### src/lbmp_pkg.sv
// Package for the Lucas binomial block: shared widths.
// No dependencies.
`default_nettype none
package lbmp_pkg;
	localparam int unsigned RES_W = 12;
	localparam int unsigned N_W = 63;
	localparam int unsigned K_W = 64;
endpackage
`default_nettype wire

### src/lbmp_divmod.sv
// Shared iterative divider: divides n and k by p together, one quotient bit a cycle,
// giving both quotients and remainders after N_W steps. Uses lbmp_pkg.
`default_nettype none
module lbmp_divmod
	import lbmp_pkg::*;
(
	input  wire logic             clk,
	input  wire logic             arst_n,
	input  wire logic             go,
	input  wire logic [N_W-1:0]   n_in,
	input  wire logic [N_W-1:0]   k_in,
	input  wire logic [RES_W:0]   p,
	output logic                  done,
	output logic [N_W-1:0]        n_quo,
	output logic [N_W-1:0]        k_quo,
	output logic [RES_W:0]        n_rem,
	output logic [RES_W:0]        k_rem
);
	logic [N_W-1:0] nq_q, kq_q;
	logic [RES_W:0] nr_q, kr_q;
	logic [5:0]     cnt_q;
	logic           run_q;
	logic [RES_W+1:0] nt, kt;

	// shift in the next dividend bit, subtract when it fits
	assign nt = {nr_q, nq_q[N_W-1]};
	assign kt = {kr_q, kq_q[N_W-1]};

	always_ff @(posedge clk or negedge arst_n) begin
		if (!arst_n) begin
			run_q <= 1'b0;
			cnt_q <= '0;
			done  <= 1'b0;
		end else begin
			done <= 1'b0;
			if (go) begin
				run_q <= 1'b1;
				cnt_q <= '0;
			end else if (run_q) begin
				cnt_q <= cnt_q + 6'd1;
				if (cnt_q == 6'(N_W - 1)) begin
					run_q <= 1'b0;
					done  <= 1'b1;
				end
			end
		end
	end

	always_ff @(posedge clk) begin
		if (go) begin
			nq_q <= n_in;
			kq_q <= k_in;
			nr_q <= '0;
			kr_q <= '0;
		end else if (run_q) begin
			if (nt >= {1'b0, p}) begin
				nr_q <= (RES_W+1)'(nt - {1'b0, p});
				nq_q <= {nq_q[N_W-2:0], 1'b1};
			end else begin
				nr_q <= nt[RES_W:0];
				nq_q <= {nq_q[N_W-2:0], 1'b0};
			end
			if (kt >= {1'b0, p}) begin
				kr_q <= (RES_W+1)'(kt - {1'b0, p});
				kq_q <= {kq_q[N_W-2:0], 1'b1};
			end else begin
				kr_q <= kt[RES_W:0];
				kq_q <= {kq_q[N_W-2:0], 1'b0};
			end
		end
	end

	assign n_quo = nq_q;
	assign k_quo = kq_q;
	assign n_rem = nr_q;
	assign k_rem = kr_q;
endmodule
`default_nettype wire

### config.mk
export PLATFORM = sky130hd
export DESIGN_NAME = lbmp_divmod
export DESIGN_NICKNAME = d
export VERILOG_FILES = /design/src/lbmp_pkg.sv /design/src/lbmp_divmod.sv
export SDC_FILE = /design/constraint.sdc
export NUM_CORES = 1
export LEC_CHECK = 0
export ABC_AREA = 1
export ABC_CLOCK_PERIOD_IN_PS = 4900
export BUFFER_PORTS_ARGS = -buffer_cell sky130_fd_sc_hd__clkbuf_2
export CAP_MARGIN = 20
export CORE_MARGIN = 3
export CORE_UTILIZATION = 35
export DETAILED_ROUTE_END_ITERATION = 6
export HOLD_SLACK_MARGIN = 0.12
export SYNTH_ARGS = -nofsm -noshare
export SYNTH_HDL_FRONTEND = slang
export SYNTH_SLANG_ARGS = --single-unit
### constraint.sdc
create_clock -name clk -period 4.9 [get_ports clk]
set_input_delay 0.49 -clock clk [delete_from_list [all_inputs] [get_ports clk]]
set_output_delay 0.49 -clock clk [all_outputs]
set_load 0.05 [all_outputs]
# == Yosys cells after proc, flatten, opt, wreduce, memory -nomap -nowiden ==
# Cells that the tools add are included.
# W data, S select, Z words.
# word_totals
inputBits,142
word_cells,30
output_inout_bits,153
reg_bits,160
# classes
addsub,3
magnitude_cmp,2
n_mux,16
n_reduce_logical,1
eq_ne,1
# ops
cell,n
$mux W63,4
$ge A14 B13 Y1,2
$mux W13,2
$sub A13 B13 Y13,2
$mux W6,2
$mux W1,8
$add A6 B1 Y6 const B,1
$eq A6 B6 Y1 const B,1
$reduce_bool A2 Y1,1

# == Longest topological paths before layout ==
# Gate-level depths: netlist of the first run.
# depth
ltp_word,4
mapped_depth,12
ltp_nobuf,12

# == Worst setup path before layout of the first run ==
# Ideal clock, no wire load.
# synth_path
path_type,input to register
from,in go
to,"reg kq_q[0], in the netlist k_quo[0], enable pin"
setup_time_ns,0.480
stages,3
n_path_buf,1
path_slack_ns,1.159
required_ns,4.420
arrival_time_ns,3.261
path_cell_list,clkbuf_1 > nor2_1 > inv_1
# synth_via
elab_chain_cells,1
# synth_lines
item,line_no,rtl
"start, declared",lbmp_divmod.sv:9,"input wire logic go,"
$reduce_bool A2 Y1 (no source line),n/a,
"end signal, assigned",lbmp_divmod.sv:52,kq_q <= k_in;
"end signal, assigned",lbmp_divmod.sv:65,"kq_q <= {kq_q[N_W-2:0], 1'b1};"
"end signal, assigned",lbmp_divmod.sv:68,"kq_q <= {kq_q[N_W-2:0], 1'b0};"
"end, declared",lbmp_divmod.sv:19,"logic [N_W-1:0] nq_q, kq_q;"
# No other way between the ends.
# A chain may end at the register's enable or synchronous reset.

# == Final worst setup path of the first run ==
# layout_path
from,"reg nq_q[62], in the netlist n_quo[62]"
to,"reg nq_q[0], in the netlist n_quo[0] (data pin)"
# layout_via
elab_chain_cells,4
# layout_lines
item,line_no,rtl
"start, declared",lbmp_divmod.sv:19,
"start signal, assigned",lbmp_divmod.sv:51,nq_q <= n_in;
"start signal, assigned",lbmp_divmod.sv:58,"nq_q <= {nq_q[N_W-2:0], 1'b1};"
"start signal, assigned",lbmp_divmod.sv:61,"nq_q <= {nq_q[N_W-2:0], 1'b0};"
$ge A14 B13 Y1,lbmp_divmod.sv:56,"if (nt >= {1'b0, p}) begin"
$mux W1,lbmp_divmod.sv:56,
$mux W63,lbmp_divmod.sv:55,end else if (run_q) begin
$mux W63,lbmp_divmod.sv:50,if (go) begin
# No other way between the ends. The select of a mux whose other input is x is not followed.

==> results of run 1 <==
-- cell type report --
| cell class | count | area [sq um] |
|---|---|---|
| fill | 2498 | 13300 |
| sequential | 160 | 4500 |
| multi-input combinational | 772 | 3560 |
| timing repair buffer | 303 | 1580 |
| inverter | 125 | 474 |
| clock buffer | 18 | 429 |
| tap | 324 | 405 |
| clock inverter | 14 | 158 |
-- cell usage in the layout, fill, tap and decap left out, drive strengths merged, types with 2 or more instances in the layout --
cell type / Yosys / final
clkinv: 0 / 5
nand2: 586 / 586
nor2: 27 / 27
buf: 13 / 9
edfxtp: 126 / 126
ha: 28 / 28
nand4: 34 / 34
xnor2: 6 / 6
nand3: 60 / 60
xor2: 7 / 7
inv: 125 / 134
o21ai: 7 / 7
dfrtp: 8 / 8
dfxtp: 26 / 26
a21oi: 11 / 11
clkbuf: 28 / 311
fa: 2 / 2
-- sequential cells by signal (all words and copies together) (netlist names) --
signal	cells
k_quo	63
n_quo	63
k_rem	13
n_rem	13
cnt_q	6
done	1
run_q	1
-- cell families after synthesis --
| logic type | Yosys count | share of synthesized area (%) |
|---|---|---|
| AOI/OAI and AO/OA | 19 | 1.38 |
| xor gates and xnor gates | 13 | 1.31 |
| adders and majority gates | 30 | 4.49 |
| buffers and inverters | 166 | 7.45 |
| DFF | 160 | 51.8 |
| and+or+nand+nor | 710 | 33.6 |
-- critical path: stages, from the launching register on --
cell and delay (ps):
edfxtp_1 440, inv_1 100, ha_1 180, fa_1 240
inv_1 100, nand2_1 90, nand3_2 90, nand2_2 270
nand3_2 380, nand2_1 170, nand2_1 60
-- worst min path at each step --
stage | cells after the start | slack (ps) | startpoint | endpoint
2_1_floorplan | 0 | 190 | arst_n | cnt_q[0]
3_3_place_gp | 1 | 350 | arst_n | cnt_q[3]
3_5_place_dp | 1 | 350 | arst_n | cnt_q[3]
4_1_cts | 3 | 310 | n_in[30] | n_quo[30]
5_1_grt | 3 | 310 | k_in[33] | k_quo[33]
6_report | 3 | 320 | n_in[25] | n_quo[25]
-- power by group through the flow --
stage               clock network [W]  registers (W)  logic, W
CTS                           0.00136        0.00184   0.00203
floorplan                           0        0.00243  0.000966
detailed placement                  0        0.00186   0.00202
global route                  0.00143        0.00186   0.00223
finish                        0.00133        0.00183   0.00202
global placement                    0        0.00186   0.00201
-- stage by stage --
step	hold WS (ps)	power [W]	instances
after floorplan	194	0.00340	1098
after global placement	350	0.00387	1681
after detailed placement	353	0.00389	1682
after CTS	306	0.00522	1715
after global routing	312	0.00552	1716
final	324	0.00518	1716
-- routing by layer --
metal,vias to the layer above,part of all wire (%),wire length [um],global-route usage [%]
met5,-,0.078,20,0
met4,2,1.1,272,4.23
met3,17,6.8,1760,4.77
met2,267,49,12600,31.7
met1,3608,43,11100,25.1
li1,4032,-,-,-
==> metrics.cfg, run 1 <==
[clock_tree]
cts_buffers=17
clockBufferDepth=2
clock_latency_ps=430
post-cts-setup-buffers=0
clkSinkCount=160
path_clk_slew_ps=80
cts_tree=yes
root_buffer=clkbuf_16
postCtsHoldBufs=1
cts_resized=0
htree_levels=4

[worst_setup_path]
path_max_fanout=15
critPathLaunchType=register
crit_start=n_quo[62]
cp.required_ps=5070
r2r_start=n_quo[62]
timing.rr.end=n_quo[0]
rr_worst_depth=10
endpoint=n_quo[0]
reg2reg_slack_ps=2530
critPathCaptureType=register
crit_type=register to register
cp_data_arrival_time_ps=2540

[sta]
slew_viol_final=0
rsz0062_at_grt=no
final.min_clock_period_ps=2370
hold_viol=0
fmax_mhz=422
period_share_pct=48.4
tightest_slew_ps=811
tns_ps=0
max_slew_margin_pct=45.9
post-route-worst-setup-slack_ps=2530
setup_violations=0
finClkSkew_ps=17.0

[global_routing]
grt_util_all_layers_pct=19.0
grt.overflow.total=0
grt_pass1_vias=7448
grt_pass1_wl_mm=39.9
grt_max_degree=108
grt_antenna_before_repair=1

[synthesis]
netlist.area_leader.share_pct=43.5
synthArstFlopShare_pct=5.00
synth_flop_cell=edfxtp_1
synth-seq-cells=160
syn_area_sq_mm=0.00870
ys_types=29
synth.area.top_cells=edfxtp_1 (43%), nand2_1 (25%), dfxtp_1 (6.0%), inv_1 (5.1%), ha_1 (4.0%)
syn-num-nets=1270
yosys_warnings=0
yosys.area.top_type=edfxtp_1
synth_cells=1098
avgSynthCellArea_sq_um=7.93
yosysSeqAreaShare_pct=51.8
synth_edf_count=126
synthTopCellsByCount=nand2_1 (579), edfxtp_1 (126), inv_1 (118), nand3_1 (51), nand4_1 (34)
synth_most_common_cell=nand2_1

[placed_design]
place_area_sq_mm=0.0105
gp_congestion=0.883
portBuffers=294
hpwl_mm=19.3
preCtsSetupSlack_ps=2290

[pwr]
p_leak_nw=6.09
p_int_w=0.00292
powerDensity_mw_per_mm2=467
p_sw_w=0.00226
vdd_drop_max_uv=225
clock_power_share_pct=25.6
power_frac_seq_pct=35.4
comb_power_share_pct=39.0
switching_share_pct=43.7

[run_status]
status=finished clean

[final_layout]
insertedDiodeCount=0
final_net_count=1551
post-route-cell-area_sq_mm=0.0111
drive_gt1_share_pct=26.7
fin_util_pct=45.6
syn_to_final_growth_pct=27.7

[die]
die_w_um=164
num_rows=57
start_util_pct=35.7
ios=295
die_h_um=164
die_area_sq_mm=0.0268
core_region_area_sq_mm=0.0244

[routing]
ant_nets=0
drc=0
num_vias=7926
vias_per_cell=4.62
drt_pre_antenna_iters=5
wl_per_cell_um=15.0
drtIter0Drc=583
routed_wl_mm=25.8

[worst_hold_path]
hp-class=primary input to register

[flow_run]
drv_cap=0

(Power assumes the default switching activity.)
==> run 2, diff against run 1 <==
Settings changed: ABC_CLOCK_PERIOD_IN_PS 4900 to 1920.
Clock period 4.9 ns to 1.92 ns, I/O delays scaled along.
==> run 2 against run 1 <==
Compared with the run above:
- combinational power increased to 3.0 times the previous value
- die area unchanged
- register-to-register slack got worse by 2400 ps
- critical path depth increased by 1
- non-clock buffer count increased by 159
- wire length increased by 11%
- count of clock-buffer cells in the layout decreased by 1
- global-route usage increased by 1.8 points
- utilization increased by 7.5 points
==> metrics.cfg, run 2 (same netlist as run 1, synthesis figures left out) <==
[run_status]
status=finished clean

[placed_design]
preCtsSetupSlack_ps=7.82  ; -2280 ps
portBuffers=294  ; unchanged
place_area_sq_mm=0.0108  ; +2.7%
hpwl_mm=19.6  ; +1.4%
gp_congestion=0.881  ; -0.23%

[worst_setup_path]
cp.required_ps=2230  ; -2840 ps
crit_type=register to register
cp_data_arrival_time_ps=2140  ; -400 ps
path_max_fanout=8  ; -7
r2r_start=n_quo[62]
critPathCaptureType=register
crit_start=n_quo[62]
critPathLaunchType=register

[clock_tree]
cts_buffers=17  ; unchanged
clockBufferDepth=2  ; unchanged
root_buffer=clkbuf_16
clock_latency_ps=430  ; about the same
htree_levels=4  ; unchanged
path_clk_slew_ps=70  ; about the same
clkSinkCount=160  ; unchanged
cts_tree=yes

[final_layout]
post-route-cell-area_sq_mm=0.0129  ; +16%
syn_to_final_growth_pct=48.7
drive_gt1_share_pct=29.1  ; +2.5 points
num-fill-cells=2277  ; -8.8%
layout_common_cells=nand2_1 (573), clkbuf_2 (293), dlygate4sd3_1 (127), edfxtp_1 (126), inv_1 (113)
final_net_count=1712  ; +10%
final_common_cell=nand2_1

[sta]
whs_ps=190  ; -134 ps
final.min_clock_period_ps=1820  ; -545 ps
max_slew_margin_pct=51.6  ; +5.7 points
tightest_slew_ps=726  ; -85.1 ps
finClkSkew_ps=22.1  ; +5.14 ps
hold_viol=0  ; unchanged
post-route-worst-setup-slack_ps=95.5  ; -2430 ps
setup_violations=0  ; unchanged
slew_viol_final=0  ; unchanged
period_share_pct=95.0  ; +47 points
tns_ps=0  ; unchanged
fmax_mhz=548  ; +30%

[pwr]
p_leak_nw=6.87  ; +13%
finalPower_w=0.0143  ; +180%
powerDensity_mw_per_mm2=1100  ; +140%
vdd_drop_max_uv=579  ; +160%

[routing]
wl_per_cell_um=15.2  ; +1.2%
drc=0  ; unchanged
drtIter0Drc=591  ; +1.4%
num_vias=8743  ; +10%
ant_nets=0  ; unchanged
vias_per_cell=4.66  ; +0.79%
routed_wl_mm=28.5  ; +11%
drt_pre_antenna_iters=7  ; +2

[flow_run]
drv_cap=0  ; unchanged

[die]
die_h_um=164  ; unchanged
ios=295  ; unchanged
num_rows=57  ; unchanged
die_w_um=164  ; unchanged
start_util_pct=35.7  ; unchanged
core_region_area_sq_mm=0.0244  ; unchanged
die_area_sq_mm=0.0268  ; unchanged

[global_routing]
grt_pass1_wl_mm=44.5  ; +12%
grt_max_degree=92  ; -15%
grt_antenna_before_repair=2  ; +1
grt_util_all_layers_pct=20.9  ; +1.8 points
grt.overflow.total=0  ; unchanged
grt_pass1_vias=8753  ; +18%

[worst_hold_path]
hp-class=primary input to async pin

run 2: final timing paths:
path	to	slack [ps]	depth (start not counted)
max	n_rem[10]	100	11
min	cnt_q[1]	190	2
min in group clk	n_rem[0]	290	5
min reg2reg	k_rem[7]	470	2
max reg2reg	n_rem[10]	100	11
max in group asynchronous	run_q	1550	2
run 2: metrics by stage:
step / std cells / util (%)
2_1_floorplan: 1098 / -
3_3_place_gp: 1704 / 44.2
3_5_place_dp: 1704 / 44.2
4_1_cts: 1863 / 51.8
5_1_grt: 1878 / 53.0
6_report: 1878 / 53.0
run 2: critical path, cell delays in order, from the launching register on:
cell      delay (ps)
edfxtp_1         360
inv_2             70
ha_4             170
fa_2             370
inv_2             90
nand2_1           60
nand3_2           90
nand2_4          100
nand3_4          180
nand3_2           90
nand3_1           90
nand2_1           50
run 2: layer usage:
layer	vias to the layer above	part of all wire (%)	GRT usage (%)
met5	-	0.046	0
met4	2	3.1	7.30
met3	59	6.7	5.45
met2	317	49	35.8
met1	4007	41	25.5
li1	4358	-	-
run 2: final cells by class:
type                    count  area (sq um)  area share [%]
clock inverters            15           171            1.32
diodes                      1          2.50          0.0193
clock buffers              17           425            3.29
well taps                 324           405            3.13
flip-flops and latches    160          4530            35.0
multi-input cells         774          3780            29.2
repair buffers            462          3150            24.4
inverters                 125           475            3.67
run 2: repair_timing:
item / 4_1_cts / 5_1_grt
gates resized for setup: 0 / 29
buffers inserted: 0 / 11
endpoints found under the hold margin: 134 / 0
hold buffers: 127 / 0
endpoints found under the setup margin: 0 / 28
run 2: power by group:
| part | switching, W | internal, W |
|---|---|---|
| logic | 0.00408 | 0.00206 |
| registers | 0.000411 | 0.00428 |
| clock network | 0.00167 | 0.00175 |
| total | 0.00616 | 0.00809 |
