File: src/lbmp_pkg.sv
// Package for the Lucas binomial block: shared widths.
// No dependencies.
`default_nettype none
package lbmp_pkg;
	localparam int unsigned RES_W = 12;
	localparam int unsigned N_W = 63;
	localparam int unsigned K_W = 64;
endpackage
`default_nettype wire

File: src/lbmp_mulmod.sv
// Shared modular multiplier: (a*b) mod p by MSB-first shift-add, one bit a cycle.
// Uses lbmp_pkg.
`default_nettype none
module lbmp_mulmod
	import lbmp_pkg::*;
(
	input  wire logic             clk,
	input  wire logic             arst_n,
	input  wire logic             go,
	input  wire logic [RES_W-1:0] a,
	input  wire logic [RES_W:0]   b,
	input  wire logic [RES_W:0]   p,
	output logic                  done,
	output logic [RES_W-1:0]      prod
);
	logic [RES_W-1:0] a_q;
	logic [RES_W:0]   b_q;
	logic [RES_W:0]   acc_q;
	logic [3:0]       cnt_q;
	logic             run_q;
	logic [RES_W+2:0] dbl, dbl_r, add, add_r;

	// acc = 2*acc mod p, then add a bit of b times a, reduce again
	always_comb begin
		dbl   = {acc_q, 1'b0};
		dbl_r = (dbl >= {2'b0, p}) ? dbl - {2'b0, p} : dbl;
		add   = dbl_r + (b_q[RES_W] ? {3'b0, a_q} : '0);
		add_r = (add >= {2'b0, p}) ? add - {2'b0, p} : add;
	end

	always_ff @(posedge clk or negedge arst_n) begin
		if (!arst_n) begin
			run_q <= 1'b0;
			done  <= 1'b0;
			cnt_q <= '0;
		end else begin
			done <= 1'b0;
			if (go) begin
				run_q <= 1'b1;
				cnt_q <= '0;
			end else if (run_q) begin
				cnt_q <= cnt_q + 4'd1;
				if (cnt_q == 4'(RES_W)) begin
					run_q <= 1'b0;
					done  <= 1'b1;
				end
			end
		end
	end

	always_ff @(posedge clk) begin
		if (go) begin
			a_q   <= a;
			b_q   <= b;
			acc_q <= '0;
		end else if (run_q) begin
			acc_q <= add_r[RES_W:0];
			b_q   <= {b_q[RES_W-1:0], 1'b0};
		end
	end

	assign prod = acc_q[RES_W-1:0];
endmodule
`default_nettype wire

File: config.mk
export PLATFORM = sky130hd
export DESIGN_NAME = lbmp_mulmod
export DESIGN_NICKNAME = d
export VERILOG_FILES = /design/src/lbmp_pkg.sv /design/src/lbmp_mulmod.sv
export SDC_FILE = /design/constraint.sdc
export NUM_CORES = 1
export LEC_CHECK = 0
export BUFFER_PORTS_ARGS = -buffer_cell sky130_fd_sc_hd__clkbuf_2
export CORE_MARGIN = 1
export CORE_UTILIZATION = 46
export DETAILED_ROUTE_END_ITERATION = 7
export PLACE_DENSITY = 0.76
export SYNTH_ARGS = -nofsm -noshare
export SYNTH_HDL_FRONTEND = slang
export SYNTH_SLANG_ARGS = --single-unit
File: constraint.sdc
create_clock -name clk -period 6.9 [get_ports clk]
set_input_delay 1.38 -clock clk [delete_from_list [all_inputs] [get_ports clk]]
set_output_delay 1.38 -clock clk [all_outputs]
set_load 0.02 [all_outputs]
Yosys cells after proc, flatten, opt, wreduce, memory -nomap -nowiden
Cells that the tools add are included.
W data, S select, Z words.
{"block": "totals", "register_bits": 44, "inputBits": 41, "out_inout_bits": 13, "word_cells": 27}
{"block": "op_classes", "add_sub_neg": 4, "order_cmp": 2, "eq_ne": 1, "mux": 13, "reduce_logical": 1}
{"op": "$mux W13", "count": 3}
{"op": "$add A15 B12 Y15", "count": 1}
{"op": "$ge A15 B13 Y1", "count": 1}
{"op": "$mux W15", "count": 1}
{"op": "$sub A14 B13 Y15", "count": 1}
{"op": "$ge A14 B13 Y1", "count": 1}
{"op": "$sub A13 B13 Y13", "count": 1}
{"op": "$mux W12", "count": 1}
{"op": "$mux W4", "count": 2}
{"op": "$mux W1", "count": 6}
{"op": "$add A4 B1 Y4 const B", "count": 1}
{"op": "$eq A4 B4 Y1 const B", "count": 1}
{"op": "$reduce_bool A2 Y1", "count": 1}

Depth between registers and ports, before layout
Gate-level depths: netlist of run 1.
{"block": "depth", "word_depth": 5, "ltp_mapped": 28, "mapped_depth_nobuf": 24}

Worst setup path after synthesis of run 1
Ideal clock, no wire load.
{"block": "synth_path", "path_type": "input to register", "start": "in p[10]", "end": "reg acc_q[0]", "setup_time_ns": 0.079, "t_arrival_ns": 6.568, "required_ns": 6.821, "setup_slack_ns": 0.253, "path_stages": 25, "n_path_buf": 2, "cell_sequence": "inv_1 -> ha_1 -> a21oi_1 -> o21ai_1 -> a2111oi_1 -> a31o_2 -> clkbuf_1 -> mux2_2 -> ha_1 -> nand3_1 -> nand2_1 -> a21o_1 -> a21oi_1 -> xnor2_1 -> ha_1 -> or2_2 -> a21oi_1 -> a31oi_1 -> a41o_1 -> or3_1 -> o221ai_1 -> and4b_1 -> buf_6 -> mux2_4 -> a211oi_2"}
{"block": "synth_via", "elab_chain_len": 5, "elab_cells_between_ends": 7, "cone_classes": "add/sub: 3; order compare: 2; mux: 2"}
{"element": "start: declaration", "line_no": "lbmp_mulmod.sv:12", "text": "input wire logic [RES_W:0] p,"}
{"element": "$sub A14 B13 Y15 or $ge A14 B13 Y1 (tied branches)", "line_no": "lbmp_mulmod.sv:26", "text": "dbl_r = (dbl >= {2'b0, p}) ? dbl - {2'b0, p} : dbl;"}
{"element": "$mux W15", "line_no": "lbmp_mulmod.sv:26"}
{"element": "$add A15 B12 Y15", "line_no": "lbmp_mulmod.sv:27", "text": "add = dbl_r + (b_q[RES_W] ? {3'b0, a_q} : '0);"}
{"element": "$ge A15 B13 Y1 or $sub A13 B13 Y13 (tied branches)", "line_no": "lbmp_mulmod.sv:28", "text": "add_r = (add >= {2'b0, p}) ? add - {2'b0, p} : add;"}
{"element": "$mux W13 *", "line_no": "lbmp_mulmod.sv:28"}
{"element": "end signal: assignment", "line_no": "lbmp_mulmod.sv:57", "text": "acc_q <= add_r[RES_W:0];"}
{"element": "end: declaration", "line_no": "lbmp_mulmod.sv:18", "text": "logic [RES_W:0] acc_q;"}
Every way passes the cells marked *; elsewhere a longest branch is shown, timed or not.
A chain may end at the register's enable or synchronous reset.

Final worst setup path of run 1
{"block": "layout_path", "start": "in p[4]", "end": "reg acc_q[12]"}
{"block": "layout_via", "elab_chain_len": 5, "elab_cells_between_ends": 7, "cone_classes": "add/sub: 3; order compare: 2; mux: 2"}
{"element": "$sub A14 B13 Y15 or $ge A14 B13 Y1 (tied branches)", "line_no": "lbmp_mulmod.sv:26"}
{"element": "$mux W15", "line_no": "lbmp_mulmod.sv:26"}
{"element": "$add A15 B12 Y15", "line_no": "lbmp_mulmod.sv:27"}
{"element": "$sub A13 B13 Y13 or $ge A15 B13 Y1 (tied branches)", "line_no": "lbmp_mulmod.sv:28"}
{"element": "$mux W13 *", "line_no": "lbmp_mulmod.sv:28"}
Marks and branches as above.

==> results of run 1 <==
## cells by family after synthesis
| group | after synthesis |
|---|---|
| adders and majority gates | 44 |
| and+or+nand+nor | 112 |
| DFF | 44 |
| AOI/OAI and AO/OA | 108 |
| muxes | 26 |
| buffers and inverters | 51 |
| xor gates and xnor gates | 33 |
## repair_timing
action	in CTS	in global routing
resized for setup	0	11
endpoints found under the setup margin	0	13
buffers inserted	0	0
## stage by stage
stage	setup slack, ns	area [um^2]	TNS [ns]	hold slack [ns]
after CTS	0.228	4390	0	0.551
final	0.352	4430	0	0.542
after detailed placement	-0.0743	4280	-0.644	0.536
after global routing	0.0114	4430	0	0.570
after floorplan	0.253	3830	0	0.482
after global placement	0.169	4280	0	0.519
## sequential cells by signal (all words and copies together) (netlist names)
name,cells
done,1
run_q,1
cnt_q,4
acc_q,13
b_q,13
a_q,12
## cells in the mapped netlist, types with 5 or more instances
cell and instances:
buf_4 12, a21o_1 14, nand2_1 27, mux2i_1 11, a211oi_1 15, nor2_1 29, dfxtp_1 13, edfxtp_1 25
clkbuf_1 7, ha_1 41, mux2_2 14, o21ai_0 23, nand3_1 10, nand4_1 6, inv_1 26, and2_1 15
o21bai_1 5, xnor2_1 20, dfrtp_1 6, a21oi_1 26, xor2_1 13
## worst reg2reg max path, delay by kind of cell, from the launching register on
kind | cells | cell delay, ns
xor gates and xnor gates | 1 | 0.18
and+or+nand+nor | 9 | 1.87
AOI/OAI and AO/OA | 9 | 1.54
DFF | 1 | 0.37
buffers and inverters | 2 | 0.34
muxes | 1 | 0.19
adders and majority gates | 3 | 1.06
## per-layer routing
layer  vias up  routed length, um  track usage
li1       1630                  -            -
met1      1498               4190        0.273
met2        84               4130        0.364
met3        18                332       0.0325
met4         0                188       0.0679
met5         -                  0            0
## cells in the final DEF (no fill, tap or decap), types with 5 or more instances in the layout
cell	count
dfrtp_1	6
ha_1	40
xor2_1	13
buf_4	28
xnor2_1	20
nor2_1	29
o21bai_1	5
inv_1	26
edfxtp_1	25
a21o_1	14
and2_1	15
mux2_2	14
a211oi_1	13
nand3_1	10
clkbuf_2	53
clkbuf_8	5
dfxtp_1	13
o21ai_0	22
nand4_1	6
mux2i_1	11
a21oi_1	23
nand2_1	27
## cell type report
cell class | count | area share
flip-flops and latches | 44 | 0.262
well taps | 102 | 0.0288
repair buffers | 81 | 0.107
inverters | 26 | 0.0220
multi-input cells | 323 | 0.555
clock inverters | 2 | 0.00367
clock buffers | 6 | 0.0212
## how the worst min path moves through the flow
stage	from	cells past startpoint	endpoint	slack, ns
2_1_floorplan	acc_q[11]$_SDFFE_PP0P_	2	acc_q[11]$_SDFFE_PP0P_	0.48
3_3_place_gp	acc_q[11]$_SDFFE_PP0P_	2	acc_q[11]$_SDFFE_PP0P_	0.52
3_5_place_dp	acc_q[1]$_SDFFE_PP0P_	2	acc_q[1]$_SDFFE_PP0P_	0.54
4_1_cts	acc_q[1]$_SDFFE_PP0P_	2	acc_q[1]$_SDFFE_PP0P_	0.55
5_1_grt	acc_q[1]$_SDFFE_PP0P_	2	acc_q[1]$_SDFFE_PP0P_	0.57
6_report	acc_q[1]$_SDFFE_PP0P_	2	acc_q[1]$_SDFFE_PP0P_	0.54
==> results.cfg, run 1 <==
[outcome]
status = complete, no violations

[floorplanning]
die_area_um2 = 8700
ioPinCount = 54
rows = 32
fp.dieH_um = 93.3
start_util = 0.486
dieWidth_um = 93.3
fp.coreArea_um2 = 7890

[detailed_routing]
drt-pass1-iter-count = 4
wire_per_inst_um = 15.1
vias_per_cell = 5.53
vias = 3230
ant_nets = 0
drc = 0
wl_mm = 8.84
drt_iter0_markers = 141

[critical_path]
reg2reg_slack_ns = 1.19
endpoint_kind = register
path_common_cell = ha_1
crit_end = acc_q[12]$_SDFFE_PP0P_
start_kind = input pin
reg2reg_from = acc_q[3]$_SDFFE_PP0P_
cp_num_buf_inv = 4
cp-startpoint = p[4]
path_delay_family = simple AND/OR/NAND/NOR gates
arrival_ns = 6.69
crit_type = in -> reg
required_ns = 7.04
path_max_fanout = 6
crit_cells = 27
r2r-end = acc_q[12]$_SDFFE_PP0P_
rr_worst_depth = 25
cp_slowest_stage_delay_ns = 0.41
cp_slowest_cell = ha_1

[final_layout]
antennaDiodeCount = 0
fin_nets = 566
ff_latch_area_um2 = 1160
fin_util = 0.562
areaGrowthSynthToFinish_pct = 15.6
drive_above_1_share = 0.255
nFillCells = 731
fin_cells = 584
multi_input_area_um2 = 2460

[logic_synthesis]
synth_top_area_cell = edfxtp_1
yosysUniqueCellTypes = 59
synth_top_family_by_area = compound AO/OA/AOI/OAI gates
syn_area_um2 = 3830
synth_fa_ha_area_frac = 0.149
yosysWarnings = 0
ys.flop_type = edfxtp_1
netlist_top_cells_area = edfxtp_1 20%, ha_1 13%, dfxtp_1 6.8%
synthXorXnorAreaFrac = 0.0754
synthSimpleGateAreaFrac = 0.148
yosysSeqAreaShare = 0.303
ys_seq_elements = 44
syn_avg_cell_area_um2 = 9.17
synth_compound_area_frac = 0.185
synth_edf_count = 25
synth_nets = 503
syn_inst = 418
async_reset_ff_frac = 0.136
synth_top_cell_area_share = 0.196
muxShareOfSynthArea = 0.0738

[cts]
cts.path.max_buffers = 2
clock_latency_ns = 0.30
cts_root_buf = clkbuf_8
htree_levels = 2
numClockSinks = 44
clkTransAtPathRegs_ns = 0.10
cts_made_buffers = 5
postCtsHoldBufs = 0
cts_tree = done

[global_routing]
first_global_vias = 3141
track_usage = 0.212
antenna_found_initial = 0
grt_pass1_wl_mm = 14.6
grt_max_degree = 46
gr-total-overflow = 0

[sta]
final_hold_viol_count = 0
rsz0062_at_grt = false
setup_viol = 0
period_share = 0.949
worst_pin_slew_ns = 1.04
skew_ns = 0.00578
fmax_mhz = 153
fin_crit_ns = 6.55
finalMaxSlewViolations = 0
slew_headroom = 0.307

[flow_run]
maxCapViolCount = 0

[placement]
placed_cells = 576
place.gp.congestion = 0.911
dp_hpwl_mm = 7.05
numPortBuffers = 53

[worst_hold_path]
min_path_type = reg -> reg
Power of run 1 is left out: the tool's default activity adds up to more than one toggle a clock period on the data nets, which glitch-free logic cannot reach.
==> inputs of run 2 (changes only) <==
MAX_ROUTING_LAYER = met4   (was not set)
==> run 2 against run 1 <==
  * Wire length fell by 3.0%
  * Die area did not move
  * Count of clock-buffer cells in the layout fell by 1
  * Clock skew rose by 0.0034 ns
  * Non-clock buffer count fell by 2
  * Worst setup slack improved by 0.028 ns
  * Sequential share of layout area rose by 0.15 points
  * Fmax rose by 0.43%
  * Cell area fell by 0.56%
  * Largest cell class unchanged
==> results.cfg, run 2 (synthesis results as in run 1) <==
[floorplanning]
dieWidth_um = 93.3
ioPinCount = 54
fp.dieH_um = 93.3
start_util = 0.486
fp.coreArea_um2 = 7890
rows = 32
die_area_um2 = 8700

[pwr]
swShare = 0.454
sequentialPowerShare = 0.143
p_per_area_nw_per_um2 = 607
peakVddDrop_uv = 281
p_leak_nw = 2.07
power_frac_clock = 0.079
p_sw_mw = 1.21
p_int_mw = 1.46
pwr-share-comb = 0.778

[placement]
place.gp.congestion = 0.917
dp_hpwl_mm = 6.93
numPortBuffers = 53
placed_area_um2 = 4270
place_ws_ns = 0.0294
placed_cells = 574

[cts]
clkTransAtPathRegs_ns = 0.10
cts_tree = done
cts_made_buffers = 5
numClockSinks = 44
cts.path.max_buffers = 2
clock_latency_ns = 0.31
htree_levels = 2
post-cts-setup-buffers = 0
cts_root_buf = clkbuf_8

[sta]
setup_tns_ns = 0
fmax_mhz = 153
skew_ns = 0.00923
holdWs_ns = 0.540
setup_ws_ns = 0.381
rsz0062_at_grt = false
slew_headroom = 0.317
finalMaxSlewViolations = 0
fin_crit_ns = 6.52
period_share = 0.945
setup_viol = 0
worst_pin_slew_ns = 1.03
final_hold_viol_count = 0

[critical_path]
cp-startpoint = p[8]
arrival_ns = 6.67
r2r-end = acc_q[1]$_SDFFE_PP0P_
crit_type = in -> reg
rr_worst_depth = 26
path_max_fanout = 18
start_kind = input pin
reg2reg_slack_ns = 1.22
endpoint_kind = register
crit_end = acc_q[1]$_SDFFE_PP0P_
reg2reg_from = acc_q[7]$_SDFFE_PP0P_
required_ns = 7.05

[final_layout]
antennaDiodeCount = 0
fin_nets = 564
reg_top3 = acc_q (13), b_q (13), a_q (12)
nFillCells = 724
drive_above_1_share = 0.244
layout_commonest_cell = clkbuf_2
mostFrequentLayoutCells = 53 x clkbuf_2, 41 x ha_1, 29 x nor2_1
fin_cells = 582
design_area_um2 = 4410
areaGrowthSynthToFinish_pct = 14.9

[worst_hold_path]
hold_depth = 2
min_path_type = reg -> reg

[global_routing]
grt_max_degree = 46
track_usage = 0.215
antenna_found_initial = 0
grt_pass1_wl_mm = 14.2
gr-total-overflow = 0
first_global_vias = 3068

[detailed_routing]
wl_mm = 8.57
drt-pass1-iter-count = 4
vias_per_cell = 5.49
vias = 3193
drc = 0
wire_per_inst_um = 14.7
ant_nets = 0
drt_iter0_markers = 218

[flow_run]
maxCapViolCount = 0

[outcome]
status = complete, no violations
==> run 2: cell types whose count changed in the layout (fill, tap and decap cells not counted), sizes merged <==
cell	previous run	this run
clkbuf	59	58
bufinv	0	1
buf	28	26
==> run 2: per-layer routing <==
layer  global-route usage  share of wire  vias up
li1                     -              -     1629
met1                0.274           0.47     1480
met2                0.365           0.48       74
met3               0.0285          0.040       10
met4               0.0474          0.012        0
met5                    -              0        -
==> run 2: worst min path at each step <==
stage,start,endpoint,slack [ns]
2_1_floorplan,acc_q[11]$_SDFFE_PP0P_,acc_q[11]$_SDFFE_PP0P_,0.48
3_3_place_gp,acc_q[11]$_SDFFE_PP0P_,acc_q[11]$_SDFFE_PP0P_,0.52
3_5_place_dp,acc_q[11]$_SDFFE_PP0P_,acc_q[11]$_SDFFE_PP0P_,0.53
4_1_cts,acc_q[11]$_SDFFE_PP0P_,acc_q[11]$_SDFFE_PP0P_,0.55
5_1_grt,acc_q[4]$_SDFFE_PP0P_,acc_q[4]$_SDFFE_PP0P_,0.57
6_report,acc_q[7]$_SDFFE_PP0P_,acc_q[7]$_SDFFE_PP0P_,0.54
==> run 2: layout make-up <==
type | instances | area, um^2 | area share
clock buffers | 5 | 68.8 | 0.0156
clock inverters | 3 | 46.3 | 0.0105
inverters | 26 | 97.6 | 0.0221
multi-input cells | 323 | 2440 | 0.555
flip-flops and latches | 44 | 1160 | 0.263
well taps | 102 | 128 | 0.0290
repair buffers | 79 | 460 | 0.104
==> run 2: repair_timing <==
action,CTS,global route
setup endpoints to repair,0,13
hold buffers,0,0
gates resized for setup,0,6
==> run 2: power groups by stage <==
stage / clock network (mW) / logic (mW) / registers (mW)
floorplan: 0 / 1.57 / 0.365
global placement: 0 / 2.03 / 0.386
detailed placement: 0 / 2.05 / 0.388
CTS: 0.217 / 2.07 / 0.382
global route: 0.222 / 2.31 / 0.388
finish: 0.212 / 2.08 / 0.381
==> run 2: critical path: stages <==
cell	delay, ns
clkbuf_2	0.08
inv_1	0.06
ha_1	0.31
buf_4	0.13
nand3_1	0.13
nor3_4	0.25
nand4_1	0.17
a31o_2	0.31
buf_4	0.14
buf_4	0.19
a21o_1	0.20
ha_1	0.36
nand2_1	0.07
a21oi_1	0.20
nor2_1	0.11
o21bai_1	0.15
a21oi_1	0.10
xnor2_1	0.30
ha_1	0.35
nand2_1	0.11
nand2_1	0.06
a41o_1	0.21
or3_1	0.33
o221ai_1	0.18
and4b_2	0.32
buf_4	0.18
mux2i_1	0.21
a211oi_1	0.09
==> run 2: per-stage QoR <==
step | total power [mW] | util
6_report | 2.67 | 0.559
5_1_grt | 2.92 | 0.559
4_1_cts | 2.67 | 0.556
3_5_place_dp | 2.44 | 0.541
3_3_place_gp | 2.42 | 0.541
2_1_floorplan | 1.94 | -
Power figures use the tool's default switching activity.
